**config.mk**
```make
export PLATFORM = sky130hd
export DESIGN_NAME = base64_stream_decoder_unit
export DESIGN_NICKNAME = d
export VERILOG_FILES = /design/src/b64sd_pkg.sv /design/src/b64sd_core.sv /design/src/b64sd_out_reg.sv /design/src/base64_stream_decoder_unit.sv
export SDC_FILE = /design/constraint.sdc
export NUM_CORES = 1
export LEC_CHECK = 0
export BUFFER_PORTS_ARGS = -buffer_cell sky130_fd_sc_hd__buf_2
export CORE_ASPECT_RATIO = 1.75
export CORE_MARGIN = 3
export CORE_UTILIZATION = 50
export CTS_CLUSTER_DIAMETER = 100
export DETAILED_ROUTE_END_ITERATION = 7
export GPL_TIMING_DRIVEN = 0
export PLACE_DENSITY = 0.73
export SLEW_MARGIN = 20
export SYNTH_ARGS = -nofsm -noshare
export SYNTH_HDL_FRONTEND = slang
export SYNTH_HIERARCHICAL = 1
export SYNTH_SLANG_ARGS = --single-unit
```
**constraint.sdc**
```tcl
create_clock -name clk_i -period 3.6 [get_ports clk_i]
set_clock_uncertainty 0.15 [all_clocks]
set_input_delay 0.72 -clock clk_i [delete_from_list [all_inputs] [get_ports clk_i]]
set_output_delay 0.72 -clock clk_i [all_outputs]
set_load 0.1 [all_outputs]
```
**src/b64sd_pkg.sv**
```systemverilog
package b64sd_pkg;

  localparam logic [7:0] CharUpperA = 8'h41;
  localparam logic [7:0] CharUpperZ = 8'h5A;
  localparam logic [7:0] CharLowerA = 8'h61;
  localparam logic [7:0] CharLowerZ = 8'h7A;
  localparam logic [7:0] CharZero   = 8'h30;
  localparam logic [7:0] CharNine   = 8'h39;
  localparam logic [7:0] CharPlus   = 8'h2B;
  localparam logic [7:0] CharMinus  = 8'h2D;
  localparam logic [7:0] CharSlash  = 8'h2F;
  localparam logic [7:0] CharUscore = 8'h5F;
  localparam logic [7:0] CharPad    = 8'h3D;

  localparam logic [5:0] SextetLowerBase = 6'd26;
  localparam logic [5:0] SextetDigitBase = 6'd52;
  localparam logic [5:0] SextetPlus      = 6'd62;
  localparam logic [5:0] SextetSlash     = 6'd63;

  typedef struct packed {
    logic       valid;
    logic [5:0] value;
  } sextet_t;

  // One decoded result as it travels to the output register.
  typedef struct packed {
    logic [7:0] out_byte;
    logic       has_byte;
    logic       bad_char;
    logic       end_mark;
  } result_t;

  // Map a character of either alphabet to its sextet.
  function automatic sextet_t sextet_of(logic [7:0] c);
    sextet_t    r;
    logic [7:0] diff;
    r    = '{valid: 1'b1, value: '0};
    diff = '0;
    if (c >= CharUpperA && c <= CharUpperZ) begin
      diff    = c - CharUpperA;
      r.value = diff[5:0];
    end else if (c >= CharLowerA && c <= CharLowerZ) begin
      diff    = c - CharLowerA;
      r.value = diff[5:0] + SextetLowerBase;
    end else if (c >= CharZero && c <= CharNine) begin
      diff    = c - CharZero;
      r.value = diff[5:0] + SextetDigitBase;
    end else if (c == CharPlus || c == CharMinus) begin
      r.value = SextetPlus;
    end else if (c == CharSlash || c == CharUscore) begin
      r.value = SextetSlash;
    end else begin
      r.valid = 1'b0;
    end
    return r;
  endfunction

endpackage

```
**src/b64sd_core.sv**
```systemverilog
module b64sd_core (
  input  logic                clk_i,
  input  logic                rst_ni,
  input  logic                step_i,
  input  logic [7:0]          in_char_i,
  input  logic                is_last_i,
  output logic                res_valid_o,
  output b64sd_pkg::result_t  res_o
);

  localparam logic [1:0] PhaseFirst  = 2'd0;
  localparam logic [1:0] PhaseSecond = 2'd1;
  localparam logic [1:0] PhaseThird  = 2'd2;
  localparam logic [1:0] PhaseFourth = 2'd3;

  logic [1:0] phase_q, phase_d;
  logic [5:0] prev_q, prev_d;
  logic       stopped_q, stopped_d;
  logic       failed_q, failed_d;

  b64sd_pkg::sextet_t sx;
  logic               emit;
  logic               fresh_error;
  logic [7:0]         byte_val;

  always_comb begin
    sx          = b64sd_pkg::sextet_of(in_char_i);
    phase_d     = phase_q;
    prev_d      = prev_q;
    stopped_d   = stopped_q;
    failed_d    = failed_q;
    emit        = 1'b0;
    fresh_error = 1'b0;
    byte_val    = '0;
    if (!stopped_q && !failed_q) begin
      if (in_char_i == b64sd_pkg::CharPad) begin
        emit      = (phase_q == PhaseSecond);
        byte_val  = {prev_q, 2'b00};
        stopped_d = 1'b1;
      end else if (!sx.valid) begin
        failed_d    = 1'b1;
        fresh_error = 1'b1;
      end else begin
        case (phase_q)
          PhaseFirst: begin
            emit     = is_last_i;
            byte_val = {sx.value, 2'b00};
          end
          PhaseSecond: begin
            emit     = 1'b1;
            byte_val = {prev_q, sx.value[5:4]};
          end
          PhaseThird: begin
            emit     = 1'b1;
            byte_val = {prev_q[3:0], sx.value[5:2]};
          end
          PhaseFourth: begin
            emit     = 1'b1;
            byte_val = {prev_q[1:0], sx.value};
          end
          default: begin
            emit     = 1'b0;
            byte_val = '0;
          end
        endcase
        prev_d  = sx.value;
        phase_d = phase_q + 2'd1;
      end
    end

    res_valid_o    = emit || fresh_error || is_last_i;
    res_o.out_byte = emit ? byte_val : 8'h00;
    res_o.has_byte = emit;
    res_o.bad_char = failed_d;
    res_o.end_mark = is_last_i;

    // End of string: start the next one clean.
    if (is_last_i) begin
      phase_d   = PhaseFirst;
      prev_d    = '0;
      stopped_d = 1'b0;
      failed_d  = 1'b0;
    end
  end

  always_ff @(posedge clk_i or negedge rst_ni) begin
    if (!rst_ni) begin
      phase_q   <= PhaseFirst;
      prev_q    <= '0;
      stopped_q <= 1'b0;
      failed_q  <= 1'b0;
    end else if (step_i) begin
      phase_q   <= phase_d;
      prev_q    <= prev_d;
      stopped_q <= stopped_d;
      failed_q  <= failed_d;
    end
  end

  a_stop_fail_freeze : assert property (@(posedge clk_i) disable iff (!rst_ni)
    (step_i && (stopped_q || failed_q) && !is_last_i) |=>
      ($stable(phase_q) && $stable(prev_q)))
    else $error("state moved while decoding was stopped");

  a_last_clears : assert property (@(posedge clk_i) disable iff (!rst_ni)
    (step_i && is_last_i) |=>
      (phase_q == PhaseFirst && !stopped_q && !failed_q))
    else $error("state not cleared after last character");

  a_no_byte_when_halted : assert property (@(posedge clk_i) disable iff (!rst_ni)
    (step_i && (stopped_q || failed_q)) |-> !res_o.has_byte)
    else $error("byte emitted after decoding ended");

endmodule

```
**src/b64sd_out_reg.sv**
```systemverilog
module b64sd_out_reg (
  input  logic                clk_i,
  input  logic                rst_ni,
  input  logic                load_i,
  input  b64sd_pkg::result_t  res_i,
  input  logic                out_stall_i,
  output logic                out_valid_o,
  output b64sd_pkg::result_t  res_o
);

  logic               valid_q, valid_d;
  b64sd_pkg::result_t res_q;

  always_comb begin
    valid_d = valid_q;
    if (load_i) begin
      valid_d = 1'b1;
    end else if (valid_q && !out_stall_i) begin
      valid_d = 1'b0;
    end
  end

  always_ff @(posedge clk_i or negedge rst_ni) begin
    if (!rst_ni) begin
      valid_q <= 1'b0;
    end else begin
      valid_q <= valid_d;
    end
  end

  // Payload: hold until replaced by a new result.
  always_ff @(posedge clk_i) begin
    if (load_i) begin
      res_q <= res_i;
    end
  end

  assign out_valid_o = valid_q;
  assign res_o       = res_q;

endmodule

```
**src/base64_stream_decoder_unit.sv**
```systemverilog
// Base64 stream decoder, one character per request.
// Input channel: in_valid_i / in_stall_o carry in_char_i and is_last_i; a
// request is taken at a rising edge with in_valid_i high and in_stall_o low.
// Both alphabets are accepted at once ('+' or '-' is 62, '/' or '_' is 63).
// Output channel: out_valid_o / out_stall_i carry out_byte_o, has_byte_o,
// bad_char_o and end_mark_o. A result appears for the 2nd, 3rd and 4th
// character of a group, for a lone trailing sextet, for the first invalid
// character, and always for the character marked is_last_i.
// Path: an accepted request waits in the input register, is decoded, and
// a result, if any, lands in the result register once that is free or
// being drained. Throughput: one character per cycle while out_stall_i
// does not hold a pending result, set by the single decode pass.
// Reset: clears group position, previous sextet, stop and error flags and
// both valid bits; no result is pending afterwards.
// Stall: while out_stall_i holds a pending result, the input register holds
// its character and in_stall_o rises once that register is occupied; a
// character that gives no result still passes as long as the result
// register is free or being drained.
module base64_stream_decoder_unit (
  input  logic       clk_i,
  input  logic       rst_ni,
  input  logic       in_valid_i,
  output logic       in_stall_o,
  input  logic [7:0] in_char_i,
  input  logic       is_last_i,
  output logic       out_valid_o,
  input  logic       out_stall_i,
  output logic [7:0] out_byte_o,
  output logic       has_byte_o,
  output logic       bad_char_o,
  output logic       end_mark_o
);

  // Input register stage
  logic       in_valid_q, in_valid_d;
  logic [7:0] char_q;
  logic       last_q;

  logic advance;     // the result register can take a new result
  logic accept;      // a request enters the input register
  logic step;        // the held character is decoded this cycle

  logic               res_valid;
  b64sd_pkg::result_t res;
  b64sd_pkg::result_t out_res;

  assign advance    = !(out_valid_o && out_stall_i);
  assign step       = in_valid_q && advance;
  assign in_stall_o = in_valid_q && !advance;
  assign accept     = in_valid_i && !in_stall_o;

  always_comb begin
    in_valid_d = in_valid_q;
    if (accept) begin
      in_valid_d = 1'b1;
    end else if (step) begin
      in_valid_d = 1'b0;
    end
  end

  always_ff @(posedge clk_i or negedge rst_ni) begin
    if (!rst_ni) begin
      in_valid_q <= 1'b0;
    end else begin
      in_valid_q <= in_valid_d;
    end
  end

  // Hold the character until it is decoded.
  always_ff @(posedge clk_i) begin
    if (accept) begin
      char_q <= in_char_i;
      last_q <= is_last_i;
    end
  end

  // Decode pass: sextet map, group state and byte assembly.
  b64sd_core u_core (
    .clk_i       (clk_i),
    .rst_ni      (rst_ni),
    .step_i      (step),
    .in_char_i   (char_q),
    .is_last_i   (last_q),
    .res_valid_o (res_valid),
    .res_o       (res)
  );

  // Result register: drop characters that yield nothing.
  b64sd_out_reg u_out_reg (
    .clk_i       (clk_i),
    .rst_ni      (rst_ni),
    .load_i      (step && res_valid),
    .res_i       (res),
    .out_stall_i (out_stall_i),
    .out_valid_o (out_valid_o),
    .res_o       (out_res)
  );

  assign out_byte_o = out_res.out_byte;
  assign has_byte_o = out_res.has_byte;
  assign bad_char_o = out_res.bad_char;
  assign end_mark_o = out_res.end_mark;

  a_stall_needs_item : assert property (@(posedge clk_i) disable iff (!rst_ni)
    in_stall_o |-> (in_valid_q && out_valid_o))
    else $error("input stalled with nothing held");

  a_held_item_kept : assert property (@(posedge clk_i) disable iff (!rst_ni)
    in_stall_o |=> (in_valid_q && $stable(char_q) && $stable(last_q)))
    else $error("held character lost during stall");

  a_empty_result_is_error : assert property (@(posedge clk_i) disable iff (!rst_ni)
    (out_valid_o && !has_byte_o && !end_mark_o) |-> bad_char_o)
    else $error("result without byte, end or error");

  a_zero_without_byte : assert property (@(posedge clk_i) disable iff (!rst_ni)
    (out_valid_o && !has_byte_o) |-> (out_byte_o == 8'h00))
    else $error("byte field not cleared");

endmodule
```
* Word level (Yosys, flattened, before mapping) *
Cells that the tools add are included.

storage, ports and cells
  bits in registers = 32
  output and inout port bits = 13
  input port bits = 13

cells by class
  $add $sub $neg = 6
  equal/unequal tests = 9
  reduce and logical (&&, ||, !) cells = 30
  bitwise logic cells = 3
  order comparisons = 6
  muxes and demuxes = 39

operators by type and width
  operator               number
  $mux W6                9
  $eq A8 B6 Y1 const B   4
  $pmux W8 S4            1
  $mux W1                22
  $ge A8 B7 Y1 const B   2
  $le A8 B7 Y1 const B   2
  $mux W8                2
  $sub A6 B6 Y6 const B  2
  $logic_and A1 B1 Y1    10
  $reduce_bool A2 Y1     5
  $eq A8 B7 Y1 const B   1
  $ge A8 B6 Y1 const B   1
  $le A8 B6 Y1 const B   1
  $mux W2                4
  $add A6 B5 Y6 const B  1
  $add A6 B6 Y6 const B  1
  $sub A6 B1 Y6 const B  1
  $logic_not A1 Y1       5
  $eq A2 B2 Y1 const B   2
  $logic_or A1 B1 Y1     4
  $reduce_and A4 Y1      1
  $reduce_or A4 Y1       1
  $not A1 Y1             3
  $reduce_and A3 Y1      1
  7 further kinds        7

* Logic depth before layout (Yosys ltp) *
  word-level depth = 14
  mapped depth = 12

* Hierarchy *
The synthesis kept the hierarchy.

by module, submodules not included
  module                      cells an instance  area an instance (µm²)  times used  sequential area each (µm²)
  b64sd_core                  207                1574.0                  1           250.2
  b64sd_out_reg               13                 362.8                   1           355.3
  base64_stream_decoder_unit  16                 334.1                   1           295.3

* Worst setup path before layout *
OpenSTA, ideal clock, no wires.

  kind = register to register
  start point = register char_q[2]
  end point = register u_out_reg.res_q, in the netlist u_out_reg/res_o[0] (enable)
  data required time = 3.097 ns
  data arrival time = 2.888 ns
  buffers on the path = 1
  period minus slack after synthesis = 3.392 ns
  stages on the path, launching flop included = 12
  library setup time = 0.353 ns
  path slack = 0.208 ns
  path through = edfxtp_1 > clkbuf_1 > inv_1 > ha_1 > nor2b_1 > o22a_1 > a2111oi_4 > nor3_1 > o21ai_0 > nand3b_1 > o311ai_0 > and2_1

between the ends
  cells in the longest elaborated chain, start to end = 13
  elaborated cells on any way between the ends = 30
  classes of those cells = order compare (6); eq/ne (5); mux (11); reduce/logical (8)

RTL lines
  what                                                   line                              RTL
  start: declaration                                     base64_stream_decoder_unit.sv:36  logic [7:0] char_q;
  start signal: assignment                               base64_stream_decoder_unit.sv:72  char_q <= in_char_i;
  branches (longest 10 deep; another with $ge A8 B6 Y1)  --
  $logic_or A1 B1 Y1 * (2 in series)                     b64sd_core.sv:71                  res_valid_o = emit || fresh_error || is_last_i;
  named net res_valid                                    base64_stream_decoder_unit.sv:43  logic res_valid;
  $logic_and A1 B1 Y1 *                                  base64_stream_decoder_unit.sv:92  .load_i (step && res_valid),
  end signal: assignment                                 b64sd_out_reg.sv:34               res_q <= res_i;
  end: declaration                                       b64sd_out_reg.sv:12               b64sd_pkg::result_t res_q;

Mark *: on every way through the listed nets, which the timed path passes.
A chain may end at the register's enable or synchronous reset.

* Worst setup path in the final report *
  start point = register char_q[2]
  end point = register u_out_reg.res_q, in the netlist u_out_reg/res_o[2] (enable)

The elaborated chain is that of the path after synthesis.

==> run metrics <==
remaining global-route overflow=0; Final Non-Filler Cells=319; highest metal layer with signal wires=met4; violation count after the first detailed-route iteration=180; number of nets produced by synthesis=263; horizontal die dimension=between 50 and 60 um; CTS Buf Count=5; run status=completed; Cell Area, Synth=2270 um^2; first-pass GRT wire length=9.18 mm; post-route clock period utilization=95.2%; top-level port count=26; number of antenna violations at the first check in global routing=0; post-route worst hold slack=0.157 ns; nature of the critical path startpoint=register; largest fanout on the critical path=12; unrepaired setup endpoints after global routing=no; number of iterations in the first detailed-routing pass=5; mean instance size in the synthesized netlist=between 9 and 10 um^2; fraction of the yosys area taken by sequential cells=39.7%; Power, Total=1.27 mW; normalized max-slew margin=51.1%; met1 wire length=just over 2 mm; min Tclk post-route=around 3.4 ns; yosys synthesis warning count=6; Power Dens Cells=slightly below 500 nW/um^2; master cell of the clock root buffer=sky130_fd_sc_hd__clkbuf_8; post-route ant nets=0; area added between synthesis and finish=13.2%; logic depth of the worst register-to-register path=10; data required time at the worst endpoint=roughly 3.4 ns; ANT cells=0; worst hold-check path type=primary input to async pin; Final Max Tran Viols=0; clock latency on the worst-skew pair=0.28 ns; Leakage=1.00 nW; All-Layer GR Usage=between 20 and 25%; Post-Place Cells=310; Fmax=about 0.29 GHz; number of cell rows=31; # DRC=0; Final setup violation count=0; die area=between 5000 and 6000 um^2; post-DR wirelength/cell=between 15 and 20 um; endpoint arrival time on the critical path=around 3.3 ns; Setup WS post-layout=about 0.17 ns; async set-or-reset flop fraction in the synthesized netlist=between 30% and 40%; routed wire length on met3=204 um; clock slew seen by the registers of the worst setup and hold paths=roughly 0.060 ns; via density per instance=between 6 and 7; post-placement worst setup slack=-0.563 ns; routability congestion estimate=0.909; post-DP HPWL=4.21 mm; count of mapped cells out of synthesis=roughly 240; number of max-capacitance violations reported=0; final core utilization=60.2%; worst vdd rail ir drop=approximately 0.36 mV; detailed-route via count=~2.0k; share of final-layout standard cells stronger than drive strength 1=between 10% and 20%; dominant register cell in the synthesized netlist=sky130_fd_sc_hd__edfxtp_1; number of H-tree levels=2; largest net degree at the start of global routing=13; nature of the critical path endpoint=register; clock tree from TritonCTS=yes; Final Hold Viols=0; initial standard-cell utilization of the core=approximately 53%; area of the core=between 4000 and 5000 um^2; number of nets in the layout=297; # clock sinks=32; number of global-route vias before repair=1986; met2 routed WL=between 3 and 4 mm; number of distinct library cells after synthesis=61; WL final=between 5 and 6 mm; register bit total from synthesis=32; number of synthesized flops with an enable pin=20; die span in y=around 95 um; kind of critical path=register to register; CTS Buffer Depth=2; port bufs=25; slew at the pin with the worst max-slew slack=slightly above 0.7 ns
## registers in the layout (all words and copies together) (netlist names)
name and flops:
char_q 8, in_valid_q 1, u_core/phase_q 2, u_core/stopped_q 1, u_out_reg/res_o 11, u_out_reg/out_valid_o 1, u_core/failed_q 1, u_core/prev_q 6
last_q 1
## final timing paths
check / startpoint / endpoint / slack [ns]
min in group clk_i: u_out_reg/out_valid_o$_DFFE_PN0P_ / u_out_reg/out_valid_o$_DFFE_PN0P_ / 0.40
worst min-delay path: rst_ni / u_core/failed_q$_DFFE_PN0P_ / 0.16
worst max register to register: char_q[2]$_DFFE_PP_ / u_out_reg/res_o[2]$_DFFE_PP_ / 0.17
worst min register to register: u_out_reg/out_valid_o$_DFFE_PN0P_ / u_out_reg/out_valid_o$_DFFE_PN0P_ / 0.40
worst max-delay path: char_q[2]$_DFFE_PP_ / u_out_reg/res_o[2]$_DFFE_PP_ / 0.17
max in group asynchronous: rst_ni / u_core/prev_q[5]$_DFFE_PN0P_ / 2.94
## critical path, stage by stage (launching register included)
cell	delay, ns
sky130_fd_sc_hd__edfxtp_1	0.39
sky130_fd_sc_hd__inv_1	0.16
sky130_fd_sc_hd__ha_1	0.35
sky130_fd_sc_hd__nand2_1	0.17
sky130_fd_sc_hd__a311oi_4	0.44
sky130_fd_sc_hd__a32o_1	0.30
sky130_fd_sc_hd__nor3_1	0.10
sky130_fd_sc_hd__o21ai_0	0.29
sky130_fd_sc_hd__nand3b_1	0.24
sky130_fd_sc_hd__o311ai_0	0.19
sky130_fd_sc_hd__and2_4	0.33
## power by group
part | switching [mW] | internal (mW) | total, mW | leakage (nW)
sequential | 0.0579 | 0.462 | 0.520 | 0.351
combinational | 0.364 | 0.136 | 0.500 | 0.615
clock | 0.114 | 0.133 | 0.247 | 0.0383
total | 0.536 | 0.731 | 1.27 | 1.00
## area by class of cell
| class | instances | area [um^2] |
|---|---|---|
| Buffer | 11 | 51.3 |
| Clock buffer | 7 | 76.3 |
| Fill cell | 398 | 1700 |
| Inverter | 14 | 52.6 |
| Multi-Input combinational cell | 178 | 1280 |
| Sequential cell | 32 | 901 |
| Tap cell | 49 | 61.3 |
| Timing Repair Buffer | 28 | 148 |
## cell families after synthesis
family                   count (synthesis)  synth area share, %
AND/OR/NAND/NOR                         82                 18.4
adder cells (fa/ha/maj)                 14                 7.71
multiplexers                             3                 1.43
AO/OA/AOI/OAI                           77                 27.3
XOR/XNOR                                 2                0.771
buffers and inverters                   26                 4.74
flip-flops                              32                 39.7
## cell usage in the layout (no fill, tap or decap), types with 3 or more instances in the layout
cell | synthesis | final
sky130_fd_sc_hd__nand3_1 | 12 | 12
sky130_fd_sc_hd__buf_2 | 2 | 27
sky130_fd_sc_hd__inv_1 | 13 | 13
sky130_fd_sc_hd__a31oi_1 | 4 | 4
sky130_fd_sc_hd__nor3_1 | 3 | 3
sky130_fd_sc_hd__nand2b_1 | 5 | 5
sky130_fd_sc_hd__o21ai_0 | 8 | 8
sky130_fd_sc_hd__nor2_1 | 13 | 13
sky130_fd_sc_hd__nor2b_1 | 4 | 4
sky130_fd_sc_hd__a21oi_1 | 9 | 9
sky130_fd_sc_hd__clkbuf_1 | 8 | 9
sky130_fd_sc_hd__o2bb2ai_1 | 6 | 6
sky130_fd_sc_hd__ha_1 | 14 | 14
sky130_fd_sc_hd__o22ai_1 | 4 | 4
sky130_fd_sc_hd__nand4_1 | 5 | 5
sky130_fd_sc_hd__a222oi_1 | 3 | 3
sky130_fd_sc_hd__nand2_1 | 25 | 25
sky130_fd_sc_hd__a211oi_1 | 4 | 4
sky130_fd_sc_hd__a22oi_1 | 9 | 9
sky130_fd_sc_hd__o21ai_1 | 5 | 4
sky130_fd_sc_hd__edfxtp_1 | 20 | 20
sky130_fd_sc_hd__and3_1 | 3 | 3
sky130_fd_sc_hd__buf_4 | 2 | 5
sky130_fd_sc_hd__dfrtp_1 | 12 | 12
sky130_fd_sc_hd__clkbuf_8 | 0 | 5
## synth_stat cells, types with 4 or more instances
master / count / area, um^2
sky130_fd_sc_hd__o2bb2ai_1: 6 / 52.6
sky130_fd_sc_hd__nand4_1: 5 / 31.3
sky130_fd_sc_hd__nor2_1: 13 / 48.8
sky130_fd_sc_hd__a21oi_1: 9 / 45.0
sky130_fd_sc_hd__edfxtp_1: 20 / 601
sky130_fd_sc_hd__ha_1: 14 / 175
sky130_fd_sc_hd__o21ai_0: 8 / 40.0
sky130_fd_sc_hd__clkbuf_1: 8 / 30.0
sky130_fd_sc_hd__nand2b_1: 5 / 31.3
sky130_fd_sc_hd__nand3_1: 12 / 60.1
sky130_fd_sc_hd__o22ai_1: 4 / 25.0
sky130_fd_sc_hd__inv_1: 13 / 48.8
sky130_fd_sc_hd__nor2b_1: 4 / 25.0
sky130_fd_sc_hd__nand2_1: 25 / 93.8
sky130_fd_sc_hd__a211oi_1: 4 / 30.0
sky130_fd_sc_hd__a31oi_1: 4 / 25.0
sky130_fd_sc_hd__dfrtp_1: 12 / 300
sky130_fd_sc_hd__o21ai_1: 5 / 25.0
sky130_fd_sc_hd__a22oi_1: 9 / 67.6
## routing by layer
layer  global-route usage, %  up-vias
li1                        -      962
met1                    22.7      950
met2                    39.7       85
met3                    2.71       26
met4                    15.3        0
met5                       0        -
## stage by stage
stage          setup TNS (ns)  area [um^2]
2_1_floorplan               0         2270
3_3_place_gp            -5.37         2460
3_5_place_dp            -6.58         2460
4_1_cts                     0         2550
5_1_grt                     0         2570
6_report                    0         2570
## timing repair
| action | 4_1_cts | 5_1_grt |
|---|---|---|
| resized for setup | 2 | 2 |
| pin swaps | 1 | 0 |
| setup endpoints to repair | 12 | 11 |
| endpoints found under the hold margin | 0 | 0 |
| hold buffers | 0 | 0 |
| setup buffers | 3 | 0 |
No activity file was read; power rests on OpenSTA's default activity.
